[src/sc2a_pkg.sv]
package sc2a_pkg;

  // Set-1 modifier codes
  localparam logic [7:0] CodeCtrlMake    = 8'h1D;
  localparam logic [7:0] CodeCtrlBreak   = 8'h9D;
  localparam logic [7:0] CodeLshiftMake  = 8'h2A;
  localparam logic [7:0] CodeRshiftMake  = 8'h36;
  localparam logic [7:0] CodeLshiftBreak = 8'hAA;
  localparam logic [7:0] CodeRshiftBreak = 8'hB6;
  localparam logic [7:0] CodeCapsMake    = 8'h3A;

  // Key table geometry and character widths
  localparam int          KeyTableSize = 88;
  localparam int          CharWidth    = 7;
  localparam int          CodeWidth    = 8;
  localparam logic [6:0]  CtrlMask     = 7'h1F;

  typedef logic [CharWidth-1:0] char_t;
  typedef logic [CodeWidth-1:0] code_t;

  // Keyboard modifier state
  typedef struct packed {
    logic shift_held;
    logic ctrl_held;
    logic caps_on;
  } flags_t;

  // Unshifted characters, indexed by make code; zero means no character
  function automatic char_t key_plain(input logic [6:0] idx);
    char_t c;
    unique case (idx)
      7'd2:  c = 7'h31;
      7'd3:  c = 7'h32;
      7'd4:  c = 7'h33;
      7'd5:  c = 7'h34;
      7'd6:  c = 7'h35;
      7'd7:  c = 7'h36;
      7'd8:  c = 7'h37;
      7'd9:  c = 7'h38;
      7'd10: c = 7'h39;
      7'd11: c = 7'h30;
      7'd12: c = 7'h2D;
      7'd13: c = 7'h3D;
      7'd14: c = 7'h08;
      7'd15: c = 7'h09;
      7'd16: c = 7'h71;
      7'd17: c = 7'h77;
      7'd18: c = 7'h65;
      7'd19: c = 7'h72;
      7'd20: c = 7'h74;
      7'd21: c = 7'h79;
      7'd22: c = 7'h75;
      7'd23: c = 7'h69;
      7'd24: c = 7'h6F;
      7'd25: c = 7'h70;
      7'd26: c = 7'h5B;
      7'd27: c = 7'h5D;
      7'd28: c = 7'h0A;
      7'd30: c = 7'h61;
      7'd31: c = 7'h73;
      7'd32: c = 7'h64;
      7'd33: c = 7'h66;
      7'd34: c = 7'h67;
      7'd35: c = 7'h68;
      7'd36: c = 7'h6A;
      7'd37: c = 7'h6B;
      7'd38: c = 7'h6C;
      7'd39: c = 7'h3B;
      7'd40: c = 7'h27;
      7'd41: c = 7'h60;
      7'd43: c = 7'h5C;
      7'd44: c = 7'h7A;
      7'd45: c = 7'h78;
      7'd46: c = 7'h63;
      7'd47: c = 7'h76;
      7'd48: c = 7'h62;
      7'd49: c = 7'h6E;
      7'd50: c = 7'h6D;
      7'd51: c = 7'h2C;
      7'd52: c = 7'h2E;
      7'd53: c = 7'h2F;
      7'd55: c = 7'h2A;
      7'd57: c = 7'h20;
      default: c = '0;
    endcase
    return c;
  endfunction

  // Shifted characters, indexed by make code; zero means no character
  function automatic char_t key_upper(input logic [6:0] idx);
    char_t c;
    unique case (idx)
      7'd2:  c = 7'h21;
      7'd3:  c = 7'h40;
      7'd4:  c = 7'h23;
      7'd5:  c = 7'h24;
      7'd6:  c = 7'h25;
      7'd7:  c = 7'h5E;
      7'd8:  c = 7'h26;
      7'd9:  c = 7'h2A;
      7'd10: c = 7'h28;
      7'd11: c = 7'h29;
      7'd12: c = 7'h5F;
      7'd13: c = 7'h2B;
      7'd14: c = 7'h08;
      7'd15: c = 7'h09;
      7'd16: c = 7'h51;
      7'd17: c = 7'h57;
      7'd18: c = 7'h45;
      7'd19: c = 7'h52;
      7'd20: c = 7'h54;
      7'd21: c = 7'h59;
      7'd22: c = 7'h55;
      7'd23: c = 7'h49;
      7'd24: c = 7'h4F;
      7'd25: c = 7'h50;
      7'd26: c = 7'h7B;
      7'd27: c = 7'h7D;
      7'd28: c = 7'h0A;
      7'd30: c = 7'h41;
      7'd31: c = 7'h53;
      7'd32: c = 7'h44;
      7'd33: c = 7'h46;
      7'd34: c = 7'h47;
      7'd35: c = 7'h48;
      7'd36: c = 7'h4A;
      7'd37: c = 7'h4B;
      7'd38: c = 7'h4C;
      7'd39: c = 7'h3A;
      7'd40: c = 7'h22;
      7'd41: c = 7'h7E;
      7'd43: c = 7'h7C;
      7'd44: c = 7'h5A;
      7'd45: c = 7'h58;
      7'd46: c = 7'h43;
      7'd47: c = 7'h56;
      7'd48: c = 7'h42;
      7'd49: c = 7'h4E;
      7'd50: c = 7'h4D;
      7'd51: c = 7'h3C;
      7'd52: c = 7'h3E;
      7'd53: c = 7'h3F;
      7'd55: c = 7'h2A;
      7'd57: c = 7'h20;
      default: c = '0;
    endcase
    return c;
  endfunction

  function automatic logic is_letter(input char_t c);
    return ((c >= 7'h61) && (c <= 7'h7A)) || ((c >= 7'h41) && (c <= 7'h5A));
  endfunction

endpackage

[src/sc2a_lookup.sv]
module sc2a_lookup (
  input  sc2a_pkg::code_t  code,
  input  sc2a_pkg::flags_t flags,
  output sc2a_pkg::flags_t flags_next,
  output logic             hit,
  output sc2a_pkg::char_t  ascii_char
);

  logic            is_mod;
  logic            in_range;
  sc2a_pkg::char_t raw;

  // Update modifier flags
  always_comb begin
    flags_next = flags;
    is_mod     = 1'b1;
    unique case (code)
      sc2a_pkg::CodeCtrlBreak:   flags_next.ctrl_held  = 1'b0;
      sc2a_pkg::CodeLshiftBreak,
      sc2a_pkg::CodeRshiftBreak: flags_next.shift_held = 1'b0;
      sc2a_pkg::CodeCtrlMake:    flags_next.ctrl_held  = 1'b1;
      sc2a_pkg::CodeLshiftMake,
      sc2a_pkg::CodeRshiftMake:  flags_next.shift_held = 1'b1;
      sc2a_pkg::CodeCapsMake:    flags_next.caps_on    = ~flags.caps_on;
      default:                   is_mod = 1'b0;
    endcase
  end

  // Pick the table and apply the ctrl mask to letters
  assign in_range = (code < sc2a_pkg::code_t'(sc2a_pkg::KeyTableSize));
  assign raw = (flags.shift_held ^ flags.caps_on) ? sc2a_pkg::key_upper(code[6:0])
                                                  : sc2a_pkg::key_plain(code[6:0]);
  assign hit = !is_mod && in_range && (raw != '0);
  assign ascii_char = (flags.ctrl_held && sc2a_pkg::is_letter(raw))
                    ? (raw & sc2a_pkg::CtrlMask) : raw;

endmodule

[src/scancode_to_ascii_decoder.sv]
// Set-1 keyboard scancode to ASCII decoder. Each input word is one raw scancode byte;
// each output word is one 7-bit ASCII character. Shift, ctrl and caps lock codes only
// update internal flags; break codes, codes 88 and up and keys with no character give
// no output word. Shift XOR caps lock selects the shifted character for every key, and
// ctrl turns letters into control codes. A byte passes through the input register, then the
// result register, and one byte can be accepted every cycle while the output side keeps up;
// the result register is the only point of backpressure.
module scancode_to_ascii_decoder (
  input  logic       clk,
  input  logic       rst,
  input  logic       s_axis_tvalid,
  output logic       s_axis_tready,
  input  logic [7:0] s_axis_tdata,   // [7:0] scancode
  output logic       m_axis_tvalid,
  input  logic       m_axis_tready,
  output logic [7:0] m_axis_tdata    // [6:0] ascii_char, [7] zero
);

  logic             in_valid;
  sc2a_pkg::code_t  in_code;
  sc2a_pkg::flags_t flags;
  sc2a_pkg::flags_t flags_next;
  logic             hit;
  sc2a_pkg::char_t  res_char;
  sc2a_pkg::char_t  out_char;
  logic             out_valid;
  logic             advance;

  sc2a_lookup u_lookup (
    .code       (in_code),
    .flags      (flags),
    .flags_next (flags_next),
    .hit        (hit),
    .ascii_char (res_char)
  );

  // Retire the held word when it yields nothing or the result slot frees up
  assign advance       = in_valid && (!hit || !out_valid || m_axis_tready);
  assign s_axis_tready = !in_valid || advance;

  // Input register and modifier flags
  always_ff @(posedge clk) begin
    if (rst) begin
      in_valid <= 1'b0;
      flags    <= '0;
    end else begin
      if (s_axis_tready) begin
        in_valid <= s_axis_tvalid;
      end
      if (advance) begin
        flags <= flags_next;
      end
    end
    if (s_axis_tready && s_axis_tvalid) begin
      in_code <= s_axis_tdata;
    end
  end

  // Result register
  always_ff @(posedge clk) begin
    if (rst) begin
      out_valid <= 1'b0;
    end else if (advance && hit) begin
      out_valid <= 1'b1;
    end else if (m_axis_tready) begin
      out_valid <= 1'b0;
    end
    if (advance && hit) begin
      out_char <= res_char;
    end
  end

  assign m_axis_tvalid = out_valid;
  assign m_axis_tdata  = {1'b0, out_char};

endmodule

[config.mk]
export PLATFORM = sky130hd
export DESIGN_NAME = scancode_to_ascii_decoder
export DESIGN_NICKNAME = d
export VERILOG_FILES = /design/src/sc2a_pkg.sv /design/src/sc2a_lookup.sv /design/src/scancode_to_ascii_decoder.sv
export SDC_FILE = /design/constraint.sdc
export NUM_CORES = 1
export LEC_CHECK = 0
export ABC_AREA = 0
export BUFFER_PORTS_ARGS = -buffer_cell sky130_fd_sc_hd__buf_2
export CORE_MARGIN = 1
export CORE_UTILIZATION = 61
export DETAILED_ROUTE_END_ITERATION = 12
export MAX_ROUTING_LAYER = met4
export PLACE_DENSITY = 0.8
export SLEW_MARGIN = 20
export SYNTH_ARGS = -nofsm -noshare
export SYNTH_HDL_FRONTEND = slang
export SYNTH_SLANG_ARGS = --single-unit
[constraint.sdc]
create_clock -name clk -period 4.3 [get_ports clk]
set_input_delay 0.86 -clock clk [delete_from_list [all_inputs] [get_ports clk]]
set_output_delay 0.86 -clock clk [all_outputs]
set_load 0.01 [all_outputs]
# Yosys cells after proc, flatten, opt, wreduce, memory -nomap -nowiden

Memory sizes are Yosys's and may differ from the RTL's. A register that Yosys moved wholly into a read port is not among the register bits.
Cells that the tools add are included.

Reduce and logical (&&, ||, !) cells: 26
Bitwise operators: 2
Muxes and demuxes: 10
$lt $le $gt $ge: 5
Equality and inequality tests: 7

Operators with widths:

| operator                                               | count |
|---|---|
| == test 8 x 6 -> 1 bit (second input constant)         | 3 |
| == test 8 bit (second input constant)                  | 3 |
| two-way mux 7 bit                                      | 3 |
| >= comparator 7 bit (second input constant)            | 2 |
| less-or-equal comparator 7 bit (second input constant) | 2 |
| two-way mux 6 bit                                      | 2 |
| == test 8 x 5 -> 1 bit (second input constant)         | 1 |
| logical AND 1 bit                                      | 8 |
| < comparator 8 x 7 -> 1 bit (second input constant)    | 1 |
| nonzero test 7 bit                                     | 1 |
| OR reduction 7 bit                                     | 1 |
| AND reduction 2 bit                                    | 3 |
| nonzero test 2 bit                                     | 3 |
| zero test 1 bit                                        | 4 |
| logical OR 1 bit                                       | 4 |
| case mux 1 bit (2 select lines)                        | 2 |
| OR reduction 2 bit                                     | 2 |
| two-way mux 1 bit                                      | 3 |
| inverter 1 bit                                         | 1 |
| XOR 1 bit                                              | 1 |

Memories kept: 2
Bits in read-only memories: 896
Word-level logic and storage cells: 60
Bits of input ports: 12
Register bits after elaboration: 20
Output and inout port bits: 10

Memories:

| memory          | words | bits a word | rd ports | clocked after Yosys merged registers in | wr ports | line           | text |
|---|---|---|---|---|---|---|---|
| (no name shown) | 64    | 7           | 1        | 1                                       | 0        | sc2a_pkg.sv:31 | `unique case (idx)` |
| (no name shown) | 64    | 7           | 1        | 1                                       | 0        | sc2a_pkg.sv:92 | `unique case (idx)` |

# Depth between registers and ports, before layout

Word-level depth: 13
Mapped depth: 16
Depth with buffers taken out: 13

# By module

A second synthesis with hierarchy kept.

Cell total of the unflattened synthesis: 239
Area, all modules: 2064.5 µm²

Modules (own cells, without submodules):

| module                    | area each (µm²) | cells an instance | sequential area each (µm²) | instances |
|---|---|---|---|---|
| sc2a_lookup               | 1362.6          | 199               | 0.0                        | 1 |
| scancode_to_ascii_decoder | 701.9           | 40                | 550.5                      | 1 |

# Worst setup path after synthesis

OpenSTA, ideal clock, no wires.

Path type: register to register
From: reg with a tool-made name
To: reg with a tool-made name
Buffers on the path: 2
Data required time: 4.156 ns
Slack: 0.398 ns
Stages on the path, launching flop included: 16
Period minus slack after synthesis: 3.902 ns
Setup time: 0.144 ns
Arrival time: 3.758 ns
Cells stage by stage: dfxtp_1 or4_4 or4_4 o211a_4 a21bo_1 buf_6 clkinv_4 buf_12 mux2_2 inv_1 ha_1 inv_1 nor3_1 o21ai_0 a2111oi_1 a211oi_1

==> flow_summary.toml <==
[outcome]
outcome = "finished, final reports clean"

[routing]
drtAntennaViolNets = 0
drc = 0
vias = 2829
finalWirelength_um = 8158
dr.pass1.iters = 8
wire_per_inst_um = 20.34
via_per_inst = 7.055
drt-initial-drc-count = 300

[synthesis]
netlist_instances = 334
synth_top_area_cell = "edfxtp_1"
synth_nets = 359
synth-async-reset-ratio_pct = 0
synth_cell_types = 64
synth_enable_flop_cells = 15
yosysSeqAreaShare_pct = 29.35
ys_ff_latch = 34
synthFlopType = "dfxtp_1"
synth_top_area_share_pct = 15.92
syn_area_per_cell_um2 = 8.474
synth_area_leaders = "edfxtp_1 16%, dfxtp_1 13%, ha_1 5.7%, mux2i_1 5.3%, a21oi_1 5.0%"
synth_area_mm2 = 0.002830
ys_warn_count = 0

[cts]
cts_tree = "built"
clk_pin_slew_ns = 0.07
numCtsBuffers = 5
hold_buffers = 0
postCtsResizedCells = 0
h-tree-depth = 2
insertion_delay_ns = 0.29
cts.sinks = 34
clockBufferDepth = 2
postCtsSetupBuffers = 0
root_buffer = "clkbuf_8"

[timing]
whs_ns = 0.5145
hold_violations = 0
slew_viol_final = 0
grt_setup_unrepaired = "no"
period_needed_ns = 3.869
skew_ns = 0.009202
worst_pin_slew_ns = 0.9005
setup_violations = 0
finalSetupTns_ns = 0
finalCritPeriodShare_pct = 89.97
fmax_mhz = 258.5
slew_headroom_pct = 39.53

[global_routing]
grt_pass1_wl_um = 13190
overflow = 0
antenna_found_initial = 0
grt_start_max_net_pins = 28
gr-usage-all-layers_pct = 34.92
grt_pass1_vias = 2638

[critical_path]
r2r_setup_slack_ns = 0.43
crit_arrival_ns = 4.01
rr_worst_depth = 13
cp_max_fo = 10
endpoint_kind = "flip-flop"
crit_type = "reg2reg"
cp.required_ns = 4.45
start_kind = "flip-flop"

[die]
core_mm2 = 0.004414
rows = 24
pin_count = 22
die_area_mm2 = 0.004916
die_h_um = 70.12
initial_core_util_pct = 64.12
die_x_um = 70.12

[layout]
final-seq-area_um2 = 830.8
multi_input_area_mm2 = 0.001809
drive_above_1_share_pct = 16.05
diodes = 0
final_cell_mix = "34 x nand2_1, 28 x a21oi_1, 20 x nor2_1, 20 x buf_2"
mostFrequentLayoutCell = "nand2_1"
syn_to_final_growth_pct = 8.532
final_nets = 373
fill_cells = 348

[placement]
port_buffers = 20
place_congestion = 1.046
dp_hpwl_um = 5860

[power_and_ir_drop]
leakage_uw = 0.001225
vdd_drop_max_mv = 0.1829
powerDensity_mw_per_mm2 = 330.3

[hold_path]
worstHoldEndpoint = "flags[1]$_SDFFE_PP0P_"
min_from = "in_valid$_SDFFE_PP0P_"
hp-class = "reg2reg"
hold_depth = 1

[run]
maxCapViolations = 0
report_power, final:
part	switching (uW)	total [uW]	internal [uW]
logic	162	264	101
registers	26.8	397	370
clock network	122	354	232
synthesized netlist by cell type, types with 3 or more instances:
library cell	number
dfxtp_1	19
a221oi_1	8
a21oi_1	28
nor2b_1	8
nand3_1	6
a221o_1	3
a21o_1	3
or3_1	4
edfxtp_1	15
o211ai_1	8
mux2_2	8
buf_2	5
nor3b_1	3
inv_1	12
o21ai_0	19
a31oi_1	5
xor2_1	4
o22ai_1	5
ha_1	13
a211oi_1	5
nand2b_1	5
mux2i_1	15
clkbuf_1	12
xnor2_1	3
nand2_1	34
nor3_1	12
nor2_1	20
cell type report:
type	instances	share of cell area [%]
Clock buffer	5	2.240
Multi-Input combinational cell	264	58.90
Sequential cell	34	27.05
Timing Repair Buffer	30	5.703
Clock inverter	3	2.240
Tap cell	52	2.118
Inverter	13	1.752
stage by stage:
stage	area (um2)	cells	setup slack, ns	util, %	power [uW]
floorplan	2830	334	0.3983	-	584.6
global placement	2934	393	0.5837	66.47	654.8
detailed placement	2934	393	0.5194	66.47	654.4
CTS	3072	401	0.4845	69.59	1005
global route	3072	401	0.04291	69.59	1054
finish	3072	401	0.4315	69.59	1015
worst max-delay path by stage:
stage                     end  slack (ns)  cells past startpoint
finish              flip-flop        0.43                     13
global route        flip-flop        0.04                     13
CTS                 flip-flop        0.48                     13
detailed placement  flip-flop        0.52                     13
global placement    flip-flop        0.58                     13
floorplan           flip-flop        0.40                     15
kinds of logic after synthesis:
| family | share of synthesized area, % |
|---|---|
| compound gates | 26.48 |
| xor+xnor | 2.166 |
| fa+ha+maj | 5.747 |
| buf+inv | 6.720 |
| flops | 29.35 |
| mux | 8.974 |
| other cells | 0.1325 |
| simple gates | 20.42 |
critical path: stages, from the launching register on:
cell and delay, ns:
dfxtp_1 0.31, or4_4 0.55, or4_4 0.44, o211a_4 0.29, a21bo_1 0.23, clkinv_4 0.07, mux2_2 0.43, inv_1 0.11
ha_1 0.24, inv_1 0.11, nor3_1 0.18, o21ai_0 0.13, a2111oi_1 0.50, a211oi_1 0.14
routing by layer:
layer / vias to the layer above / global-route usage, % / part of all wire, %
met5: - / - / 0
met3: 22 / 5.051 / 9.0
met1: 1316 / 44.52 / 42
met4: 0 / 15.11 / 2.4
met2: 212 / 55.24 / 47
li1: 1279 / - / -
Power figures use the tool's default switching activity.
